[src/rtl/rau_pkg.sv]
`timescale 1ns / 1ps
// ----------------------------------------------------------------------------
// rau_pkg: shared types for the rational arithmetic unit
// Opcodes, sequencer states and the word structs.
// ----------------------------------------------------------------------------
package rau_pkg;

  typedef enum logic [1:0] {
    OP_ADD = 2'd0,
    OP_SUB = 2'd1,
    OP_MUL = 2'd2,
    OP_DIV = 2'd3
  } op_e;

  typedef enum logic [3:0] {
    ST_IDLE,
    ST_MUL0,
    ST_MUL1,
    ST_MUL2,
    ST_MUL3,
    ST_SUM,
    ST_GCD_CHK,
    ST_GCD_WAIT,
    ST_QN_WAIT,
    ST_QD_WAIT,
    ST_DONE
  } state_e;

  typedef struct packed {
    logic [1:0]  op;
    logic [31:0] a_num;
    logic [31:0] a_den;
    logic [31:0] b_num;
    logic [31:0] b_den;
  } in_t;

  typedef struct packed {
    logic [31:0] res_num;
    logic [31:0] res_den;
    logic        zero_den_error;
  } out_t;

endpackage

[src/rtl/rational_arithmetic_unit.sv]
`timescale 1ns / 1ps
// ----------------------------------------------------------------------------
// rational_arithmetic_unit: fraction add, subtract, multiply, divide
// Cross products through one shared multiplier, Euclid GCD and the final
// reductions through one shared bit-serial divider.
// ----------------------------------------------------------------------------
// sequence: three products and the sum, a divider pass per euclid step, then
//   the two reductions and the result register; the strobe cycle follows,
//   and a 0/0 word skips the divider
// throughput: one word at a time, busy high from accept until the strobe
// the divider loop sets how long a word takes; the result strobe cannot be stalled
// reset clears the sequencer and the strobe; data registers are not reset
module rational_arithmetic_unit #(
  parameter int WORD_BITS = 32
) (
  input  logic                clk_i,
  input  logic                rst_ni,
  input  logic                start,
  output logic                busy,
  input  logic [1:0]          op_i,
  input  logic [WORD_BITS-1:0] a_num_i,
  input  logic [WORD_BITS-1:0] a_den_i,
  input  logic [WORD_BITS-1:0] b_num_i,
  input  logic [WORD_BITS-1:0] b_den_i,
  output logic                done_o,
  output logic [WORD_BITS-1:0] res_num_o,
  output logic [WORD_BITS-1:0] res_den_o,
  output logic                zero_den_error_o
);

  localparam int W = WORD_BITS;

  rau_pkg::state_e  state_q, state_d;
  rau_pkg::op_e     op_q, op_d;
  logic         div_start, div_done;
  logic [W-1:0] an_q, an_d, ad_q, ad_d, bn_q, bn_d, bd_q, bd_d;
  logic [W-1:0] p_q, p_d, s_q, s_d;
  logic [W-1:0] x_q, x_d, y_q, y_d;
  logic [W-1:0] num_q, num_d, den_q, den_d;
  logic [W-1:0] qn_q, qn_d;
  logic [W-1:0] rn_q, rn_d, rd_q, rd_d;
  logic         err_q, err_d, done_q, done_d;
  logic [W-1:0] mul_a, mul_b, mul_p;
  logic [W-1:0] div_a, div_b, div_quo, div_rem;

  // shared multiplier, low word only
  assign mul_p = W'(mul_a * mul_b);

  rau_div #(.W(W)) u_div (
    .clk_i  (clk_i),
    .rst_ni (rst_ni),
    .start_i(div_start),
    .a_i    (div_a),
    .b_i    (div_b),
    .done_o (div_done),
    .quo_o  (div_quo),
    .rem_o  (div_rem)
  );

  always_ff @(posedge clk_i or negedge rst_ni) begin
    if (!rst_ni) begin
      state_q <= rau_pkg::ST_IDLE;
      done_q  <= 1'b0;
    end else begin
      state_q <= state_d;
      done_q  <= done_d;
    end
  end

  always_ff @(posedge clk_i) begin
    op_q  <= op_d;
    an_q  <= an_d;
    ad_q  <= ad_d;
    bn_q  <= bn_d;
    bd_q  <= bd_d;
    p_q   <= p_d;
    s_q   <= s_d;
    x_q   <= x_d;
    y_q   <= y_d;
    num_q <= num_d;
    den_q <= den_d;
    qn_q  <= qn_d;
    rn_q  <= rn_d;
    rd_q  <= rd_d;
    err_q <= err_d;
  end

  // sequencer
  always_comb begin
    state_d = state_q;
    op_d = op_q;
    an_d = an_q; ad_d = ad_q; bn_d = bn_q; bd_d = bd_q;
    p_d = p_q; s_d = s_q; x_d = x_q; y_d = y_q;
    num_d = num_q; den_d = den_q; qn_d = qn_q;
    rn_d = rn_q; rd_d = rd_q; err_d = err_q;
    done_d = 1'b0;
    div_start = 1'b0;
    div_a = x_q;
    div_b = y_q;
    mul_a = an_q;
    mul_b = bd_q;
    unique case (state_q)
      rau_pkg::ST_IDLE: begin
        if (start) begin
          op_d = rau_pkg::op_e'(op_i);
          // zero denominator makes the fraction 0/1
          an_d = (a_den_i == '0) ? '0 : a_num_i;
          ad_d = (a_den_i == '0) ? W'(1) : a_den_i;
          bn_d = (b_den_i == '0) ? '0 : b_num_i;
          bd_d = (b_den_i == '0) ? W'(1) : b_den_i;
          state_d = rau_pkg::ST_MUL0;
        end
      end
      rau_pkg::ST_MUL0: begin
        // first numerator product
        mul_a = an_q;
        mul_b = (op_q == rau_pkg::OP_MUL) ? bn_q : bd_q;
        p_d = mul_p;
        state_d = rau_pkg::ST_MUL1;
      end
      rau_pkg::ST_MUL1: begin
        // second product: ad*bn
        mul_a = ad_q;
        mul_b = bn_q;
        s_d = mul_p;
        state_d = rau_pkg::ST_MUL2;
      end
      rau_pkg::ST_MUL2: begin
        // denominator: ad*bd, or for divide the earlier ad*bn product
        mul_a = ad_q;
        mul_b = bd_q;
        den_d = (op_q == rau_pkg::OP_DIV) ? s_q : mul_p;
        state_d = rau_pkg::ST_SUM;
      end
      rau_pkg::ST_SUM: begin
        unique case (op_q)
          rau_pkg::OP_ADD: num_d = p_q + s_q;
          rau_pkg::OP_SUB: num_d = p_q - s_q;
          default:         num_d = p_q;
        endcase
        state_d = rau_pkg::ST_MUL3;
      end
      rau_pkg::ST_MUL3: begin
        x_d = num_q;
        y_d = den_q;
        state_d = rau_pkg::ST_GCD_CHK;
      end
      rau_pkg::ST_GCD_CHK: begin
        if (y_q == '0) begin
          if (x_q == '0) begin
            rn_d = '0; rd_d = W'(1); err_d = 1'b1;
            state_d = rau_pkg::ST_DONE;
          end else begin
            div_a = num_q;
            div_b = x_q;
            div_start = 1'b1;
            state_d = rau_pkg::ST_QN_WAIT;
          end
        end else begin
          div_start = 1'b1;
          state_d = rau_pkg::ST_GCD_WAIT;
        end
      end
      rau_pkg::ST_GCD_WAIT: begin
        if (div_done) begin
          x_d = y_q;
          y_d = div_rem;
          state_d = rau_pkg::ST_GCD_CHK;
        end
      end
      rau_pkg::ST_QN_WAIT: begin
        if (div_done) begin
          qn_d = div_quo;
          div_a = den_q;
          div_b = x_q;
          div_start = 1'b1;
          state_d = rau_pkg::ST_QD_WAIT;
        end
      end
      rau_pkg::ST_QD_WAIT: begin
        if (div_done) begin
          if (div_quo == '0) begin
            rn_d = '0; rd_d = W'(1); err_d = 1'b1;
          end else begin
            rn_d = qn_q; rd_d = div_quo; err_d = 1'b0;
          end
          state_d = rau_pkg::ST_DONE;
        end
      end
      rau_pkg::ST_DONE: begin
        done_d = 1'b1;
        state_d = rau_pkg::ST_IDLE;
      end
      default: state_d = rau_pkg::ST_IDLE;
    endcase
  end

  assign busy             = (state_q != rau_pkg::ST_IDLE);
  assign done_o           = done_q;
  assign res_num_o        = rn_q;
  assign res_den_o        = rd_q;
  assign zero_den_error_o = err_q;

  a_done_idle: assert property (@(posedge clk_i) disable iff (!rst_ni)
    done_q |-> state_q == rau_pkg::ST_IDLE) else $error("result outside idle");
  a_err_form: assert property (@(posedge clk_i) disable iff (!rst_ni)
    (done_q && err_q) |-> (rn_q == '0 && rd_q == W'(1)))
    else $error("error result not 0/1");
  a_den_nz: assert property (@(posedge clk_i) disable iff (!rst_ni)
    done_q |-> rd_q != '0) else $error("zero denominator delivered");
  a_accept: assert property (@(posedge clk_i) disable iff (!rst_ni)
    (start && !busy) |=> state_q == rau_pkg::ST_MUL0) else $error("start lost");

endmodule

[src/rtl/rau_div.sv]
`timescale 1ns / 1ps
// ----------------------------------------------------------------------------
// rau_div: truncating signed divider
// Restoring division, one quotient bit a cycle; gives quotient and remainder.
// ----------------------------------------------------------------------------
module rau_div #(
  parameter int W = 32
) (
  input  logic         clk_i,
  input  logic         rst_ni,
  input  logic         start_i,
  input  logic [W-1:0] a_i,
  input  logic [W-1:0] b_i,
  output logic         done_o,
  output logic [W-1:0] quo_o,
  output logic [W-1:0] rem_o
);

  localparam int CW = $clog2(W + 1);

  logic          busy_q, busy_d;
  logic [CW-1:0] cnt_q, cnt_d;
  logic [W-1:0]  q_q, q_d;
  logic [W:0]    r_q, r_d;
  logic [W-1:0]  d_q, d_d;
  logic          qneg_q, qneg_d, rneg_q, rneg_d;
  logic          done_q, done_d;
  logic [W:0]    trial;
  logic [W:0]    shifted;
  logic [W-1:0]  abs_a, abs_b;

  assign abs_a = a_i[W-1] ? (~a_i + 1'b1) : a_i;
  assign abs_b = b_i[W-1] ? (~b_i + 1'b1) : b_i;
  assign shifted = {r_q[W-1:0], q_q[W-1]};
  assign trial = shifted - {1'b0, d_q};

  // one restoring step per cycle
  always_comb begin
    busy_d = busy_q;
    cnt_d  = cnt_q;
    q_d    = q_q;
    r_d    = r_q;
    d_d    = d_q;
    qneg_d = qneg_q;
    rneg_d = rneg_q;
    done_d = 1'b0;
    if (start_i) begin
      busy_d = 1'b1;
      cnt_d  = CW'(W);
      q_d    = abs_a;
      r_d    = '0;
      d_d    = abs_b;
      qneg_d = a_i[W-1] ^ b_i[W-1];
      rneg_d = a_i[W-1];
    end else if (busy_q) begin
      if (trial[W]) begin
        r_d = shifted;
        q_d = {q_q[W-2:0], 1'b0};
      end else begin
        r_d = trial;
        q_d = {q_q[W-2:0], 1'b1};
      end
      cnt_d = cnt_q - 1'b1;
      if (cnt_q == CW'(1)) begin
        busy_d = 1'b0;
        done_d = 1'b1;
      end
    end
  end

  always_ff @(posedge clk_i or negedge rst_ni) begin
    if (!rst_ni) begin
      busy_q <= 1'b0;
      cnt_q  <= '0;
      done_q <= 1'b0;
    end else begin
      busy_q <= busy_d;
      cnt_q  <= cnt_d;
      done_q <= done_d;
    end
  end

  always_ff @(posedge clk_i) begin
    q_q    <= q_d;
    r_q    <= r_d;
    d_q    <= d_d;
    qneg_q <= qneg_d;
    rneg_q <= rneg_d;
  end

  assign done_o = done_q;
  assign quo_o  = qneg_q ? (~q_q + 1'b1) : q_q;
  assign rem_o  = rneg_q ? (~r_q[W-1:0] + 1'b1) : r_q[W-1:0];

  a_done_after_busy: assert property (@(posedge clk_i) disable iff (!rst_ni)
    done_q |-> !busy_q) else $error("divider done while busy");
  a_done_pulse: assert property (@(posedge clk_i) disable iff (!rst_ni)
    done_q |=> !done_q) else $error("divider done not a pulse");
  a_cnt_idle: assert property (@(posedge clk_i) disable iff (!rst_ni)
    !busy_q |-> cnt_q == '0) else $error("divider count not zero when idle");

endmodule

[config.mk]
export PLATFORM = sky130hd
export DESIGN_NAME = rational_arithmetic_unit
export DESIGN_NICKNAME = d
export VERILOG_FILES = /design/src/rtl/rau_pkg.sv /design/src/rtl/rational_arithmetic_unit.sv /design/src/rtl/rau_div.sv
export SDC_FILE = /design/constraint.sdc
export NUM_CORES = 2
export LEC_CHECK = 0
export BUFFER_PORTS_ARGS = -buffer_cell sky130_fd_sc_hd__buf_2
export CAP_MARGIN = 0
export CORE_AREA = 8 8 281 283
export DETAILED_ROUTE_END_ITERATION = 6
export DIE_AREA = 0 0 289 291
export GPL_ROUTABILITY_DRIVEN = 0
export PLACE_DENSITY = 0.76
export SYNTH_ARGS = -nofsm -noshare
export SYNTH_HDL_FRONTEND = slang
export SYNTH_HIERARCHICAL = 1
export SYNTH_SLANG_ARGS = --single-unit
[constraint.sdc]
create_clock -name clk_i -period 26.4 [get_ports clk_i]
set_clock_uncertainty 0.15 [all_clocks]
set_input_delay 7.92 -clock clk_i [delete_from_list [all_inputs] [get_ports clk_i]]
set_output_delay 7.92 -clock clk_i [all_outputs]
set_load 0.005 [all_outputs]
---- Word level (Yosys, flattened, before mapping) ----
Index checks and enable logic that the tools add are counted.
word-level totals
  register bits ........................... 530
  input port bits ......................... 133
  output and inout bits ................... 67
  logic and storage cells ................. 137
operators by class
  add/subtract/negate cells ............... 8
  $mul .................................... 1
  equal/unequal tests ..................... 20
  multiplexer cells ....................... 60
  bitwise operators ....................... 5
  reduce and logical (&&, ||, !) cells .... 17
operators with widths
  operator                                                               number
  32-bit 2-to-1 mux                                                      25
  32-bit case mux with 2 select lines                                    8
  32-bit logical NOT                                                     5
  32-bit by 1-bit adder with 32-bit output, second input constant        4
  32-bit NOT                                                             4
  4-bit case mux with 10 select lines                                    1
  33-bit by 32-bit subtractor with 33-bit output                         1
  32-bit adder                                                           1
  32-bit by 32-bit multiplier with 32-bit output                         1
  32-bit subtractor                                                      1
  31-bit 2-to-1 mux                                                      1
  4-bit 2-to-1 mux                                                       5
  4-bit by 3-bit equality test with 1-bit output, second input constant  4
  1-bit 2-to-1 mux                                                       15
  4-bit equality test, second input constant                             3
  6-bit 2-to-1 mux                                                       2
  4-bit by 2-bit equality test with 1-bit output, second input constant  2
  4-bit AND reduction                                                    2
  6-bit by 1-bit equality test with 1-bit output, second input constant  1
  2-bit by 1-bit != test with 1-bit output, second input constant        3
  2-bit != test, second input constant                                   3
  2-bit AND reduction                                                    3
  2-bit nonzero test                                                     3
  6-bit by 1-bit subtractor with 6-bit output, second input constant     1
  other kinds (10)                                                       12

---- Logic depth before layout (Yosys ltp) ----
  depth after elaboration ................. 8
  mapped depth ............................ 37
  gate-level depth less buffers ........... 30

---- Hierarchy ----
Netlist, hierarchy kept.
modules (own cells, without submodules)
  module                    times used  cells each  area each (µm²)  sequential area each (µm²)
  rational_arithmetic_unit  1           3244        35027.3          12707.2
  rau_div                   1           980         8435.6           2822.7

---- Least setup slack after synthesis ----
OpenSTA, ideal clock, no wires.
  path type ............................... input-to-reg
  from .................................... in start
  to ...................................... reg ad_q[0], enable pin
  library setup time ...................... 0.506 ns
  arrival time ............................ 10.946 ns
  required time ........................... 25.744 ns
  path slack .............................. 14.798 ns
  stages on the path ...................... 1
  buffers on the path ..................... 0
  cells stage by stage .................... and3_1
between the ends
  longest elaborated chain between the ends .. 1
ends and longest elaborated chain
  item                                  RTL line                        source
  from (decl)                           rational_arithmetic_unit.sv:18  input logic start,
  2-bit AND reduction (no source line)  n/a
  to (signal assigned)                  rational_arithmetic_unit.sv:73  ad_q <= ad_d;
  to (decl)                             rational_arithmetic_unit.sv:36  logic [W-1:0] an_q, an_d, ad_q, ad_d, bn_q, bn_d, bd_q, bd_d;
Every way passes these cells.
A chain may end at the register's enable or synchronous reset.

---- Worst setup path after layout ----
  from .................................... reg op_q[1]
  to ...................................... reg den_q[31], data pin
between the ends
  longest elaborated chain between the ends .. 5
  elaborated cells on any way between the ends .. 6
  classes of those cells .................. mul: 1; eq/ne: 2; mux: 3
ends and longest elaborated chain
  item                                            RTL line                         source
  from (decl)                                     rational_arithmetic_unit.sv:34   rau_pkg::op_e op_q, op_d;
  from (signal assigned)                          rational_arithmetic_unit.sv:71   op_q <= op_d;
  2-bit equality test                             rational_arithmetic_unit.sv:117  mul_b = (op_q == rau_pkg::OP_MUL) ? bn_q : bd_q;
  32-bit 2-to-1 mux                               rational_arithmetic_unit.sv:117
  32-bit case mux with 2 select lines             rational_arithmetic_unit.sv:102  unique case (state_q)
  32-bit by 32-bit multiplier with 32-bit output  rational_arithmetic_unit.sv:47   assign mul_p = W'(mul_a * mul_b);
  net mul_p[31]                                   rational_arithmetic_unit.sv:43   logic [W-1:0] mul_a, mul_b, mul_p;
  32-bit 2-to-1 mux                               rational_arithmetic_unit.sv:132  den_d = (op_q == rau_pkg::OP_DIV) ? s_q : mul_p;
  to (signal assigned)                            rational_arithmetic_unit.sv:81   den_q <= den_d;
  to (decl)                                       rational_arithmetic_unit.sv:39   logic [W-1:0] num_q, num_d, den_q, den_d;
The timed path passes the listed nets, and every way through them passes these cells.

==> metrics.md <==
| Metric | Value |
|---|---|
| Slew headroom | 16.96% |
| CP max FO | 64 |
| Power per cell area | 36.73 nW/um^2 |
| Clock Pin Slew Worst Setup and Hold Paths | 0.06 ns |
| Vias in the first global route | 32.35k |
| Worst Setup SP | op_q[1] |
| Final core occ | 63.24% |
| Via density per instance | between 5 and 6 |
| Yosys warns | 6 |
| DR DRC count | 0 |
| Worst path top cell family by delay | adder cells |
| Top cells by area, synth | edfxtp_1 34%, fa_1 19%, ha_1 5.6%, nand2_1 4.6%, xnor2_1 4.1% |
| CP Class | register to register |
| Total Wirelength | 112500 microns |
| Dpl cell area | 45390 sq um |
| Die Y | around 290 microns |
| Min Tclk post-route | 10.26 ns |
| Starting Density | 58.10% |
| Reg-to-Reg Start | op_q[1] |
| CP startpoint kind | register |
| Worst Path Arrival | 10.47 ns |
| CTS max path bufs | 3 |
| CP most frequent cell | fa_1 |
| DIE AREA | 84100 sq um |
| HPWL after detailed placement | 85950 microns |
| Post-Syn Nets | slightly below 5k |
| CTS Sinks | 530 |
| Footprint of the multi-input gates | 25400 sq um |
| Tightest Hold Check Type | register to register |
| Site Rows | 101 |
| Mean Syn Cell Area | 10.29 sq um |
| Register area share after synthesis | 35.73% |
| Num CTS Buffers | 56 |
| Max_cap viols | 0 |
| Hold Vio Cnt, Final | 0 |
| Ys flop type | edfxtp_1 |
| Fillers | 5897 |
| CP max stage delay | 1.06 ns |
| First-pass GRT wire length | 176400 microns |
| CTS tree | done |
| Overall power | between 1.5 and 2 mW |
| # H-tree levels | 2 |
| Gr ovfl total | 0 |
| Synth cell types | 86 |
| CP max stage cell | mux2i_2 |
| Slew Viols, Final | 0 |
| Wire per inst | 21.02 microns |
| Buffers on Ports | 199 |
| DR iter-0 viols | ~2.8k |
| Core ar. | 74810 sq um |
| Period Utilization, post-route | roughly two fifths |
| Hold Path Origin | qn_q[25] |
| Initial antenna violation count | 1 |
| I/O pins | 200 |
| Synth Register Bits | 530 |
| CP Capture Type | register |
| Post-synthesis async set-or-reset flop share | under 10% |
| TritonRoute pass-1 iters | 6 |
| Hold buffer count at CTS | 0 |
| Final #Nets | 5064 |
| RSZ-0062 raised after global routing | false |
| CTS root buffer | clkbuf_16 |
| Area fraction of the dominant cell type after synthesis | around a third |
| Layout cell share with drive strength beyond 1 | a little over an eighth |
| Status | complete, no violations |
| Setup Viol. Count Final | 0 |
| Post-route ant nets | 0 |
| Peak supply drop | 52.12 uV |
| GRT Util Overall | about a quarter |
| Yosys top cell by area | edfxtp_1 |
| Worst path buffer plus inverter count | 6 |
| Least-Margin Pin Slew | 1.211 ns |
| Total setup buffers inserted after CTS | 0 |
| Synthesized instance count | 4224 |
| Setup_tns | 0 ns |
| Post-synth EDFFs | 485 |
| Synthesized area | 43460 sq um |
| Largest net degree at the start of global routing | 94 |
| Clk_lat worst skew | 0.66 ns |
| Top achievable clock speed | a little under 100 MHz |
| FF/Latch Area | 15530 sq um |
| Leak pwr | 19.49 nW |
| CTS resizes | 0 |
| Worst path required time | between 20 and 30 ns |
| Design area | about 47000 sq um |
| Die W | roughly 290 microns |
| Area Overhead vs Synth | 8.847% |
| Vias | 31.56k |
| Tightest hold margin | 0.3373 ns |
==> cells in the final DEF (no fill, tap or decap), types with 149 or more instances in the layout <==
cell and n:
nor2_1 422, o21ai_0 149, inv_1 472, fa_1 410, ha_1 193, nand2_1 529, buf_2 199, edfxtp_1 485
xnor2_1 205, mux2_2 150
==> stage by stage <==
step | cells | worst slack (ns)
final | 5352 | 16.14
after floorplan | 4224 | 14.80
after CTS | 5351 | 16.21
after global placement | 5248 | 16.24
after detailed placement | 5248 | 16.22
after global routing | 5351 | 15.57
==> cell usage after synthesis, types with 13 or more instances <==
library cell,number
and2_1,75
dfrtp_1,13
o31ai_1,44
ha_1,193
fa_1,410
or3_1,22
a22oi_1,33
a21o_1,38
inv_1,472
or2_2,20
clkbuf_1,192
or4_1,20
nand2_1,529
nand2b_1,21
mux2i_1,54
dfxtp_1,32
nor3_1,36
edfxtp_1,485
nor2_1,428
a311oi_1,22
a21oi_1,119
nor2b_1,80
mux2_2,150
xnor2_1,205
xor2_1,92
o41ai_1,19
nand4_1,21
nand3_1,27
nor4_1,47
o21ai_0,150
o21bai_1,13
==> area by class of cell <==
cell class	instances	share of cell area, %
antenna	1	0.005290
clock buffer	64	3.026
clock inverter	39	1.031
inverter	473	3.753
multi-input combinational	3006	53.68
sequential	530	32.83
tap	978	2.587
timing repair buffer	261	3.089
==> power by group <==
| part | leakage, nW | total [mW] | internal [mW] | switching [mW] |
|---|---|---|---|---|
| combinational | 13.9 | 0.0160 | 0.00958 | 0.00639 |
| sequential | 4.70 | 0.905 | 0.905 | 0 |
| clock | 0.920 | 0.816 | 0.471 | 0.345 |
| total | 19.5 | 1.74 | 1.39 | 0.351 |
==> final timing paths <==
check	end	slack [ns]	cells past startpoint
max in group asynchronous	state_q[2]	18.76	1
min in group asynchronous	done_o	7.04	1
worst min register to register	res_num_o[25]	0.34	1
worst min-delay path	res_num_o[25]	0.34	1
worst max-delay path	den_q[31]	16.14	30
worst max register to register	den_q[31]	16.14	30
==> layer usage <==
metal | track usage (%) | vias to the layer above | wire length [microns] | share of wire, %
met1 | 32.89 | 15385 | 42550 | 38
met5 | 0 | - | 12 | 0.011
met3 | 4.179 | 389 | 8403 | 7.5
li1 | - | 14319 | - | -
met4 | 14.77 | 2 | 7476 | 6.6
met2 | 44.60 | 1466 | 54040 | 48
==> cells by family (layout without fill, tap and decap cells) <==
| family | Yosys count | in the layout | synth area share (%) |
|---|---|---|---|
| compound gates | 526 | 526 | 7.931 |
| xor+xnor | 299 | 299 | 6.074 |
| fa+ha+maj | 603 | 603 | 24.44 |
| buf+inv | 688 | 837 | 6.129 |
| flops | 530 | 530 | 35.73 |
| mux | 215 | 215 | 5.521 |
| other cells | 0 | 1 | 0 |
| simple gates | 1363 | 1363 | 14.17 |
(Power assumes the default switching activity.)
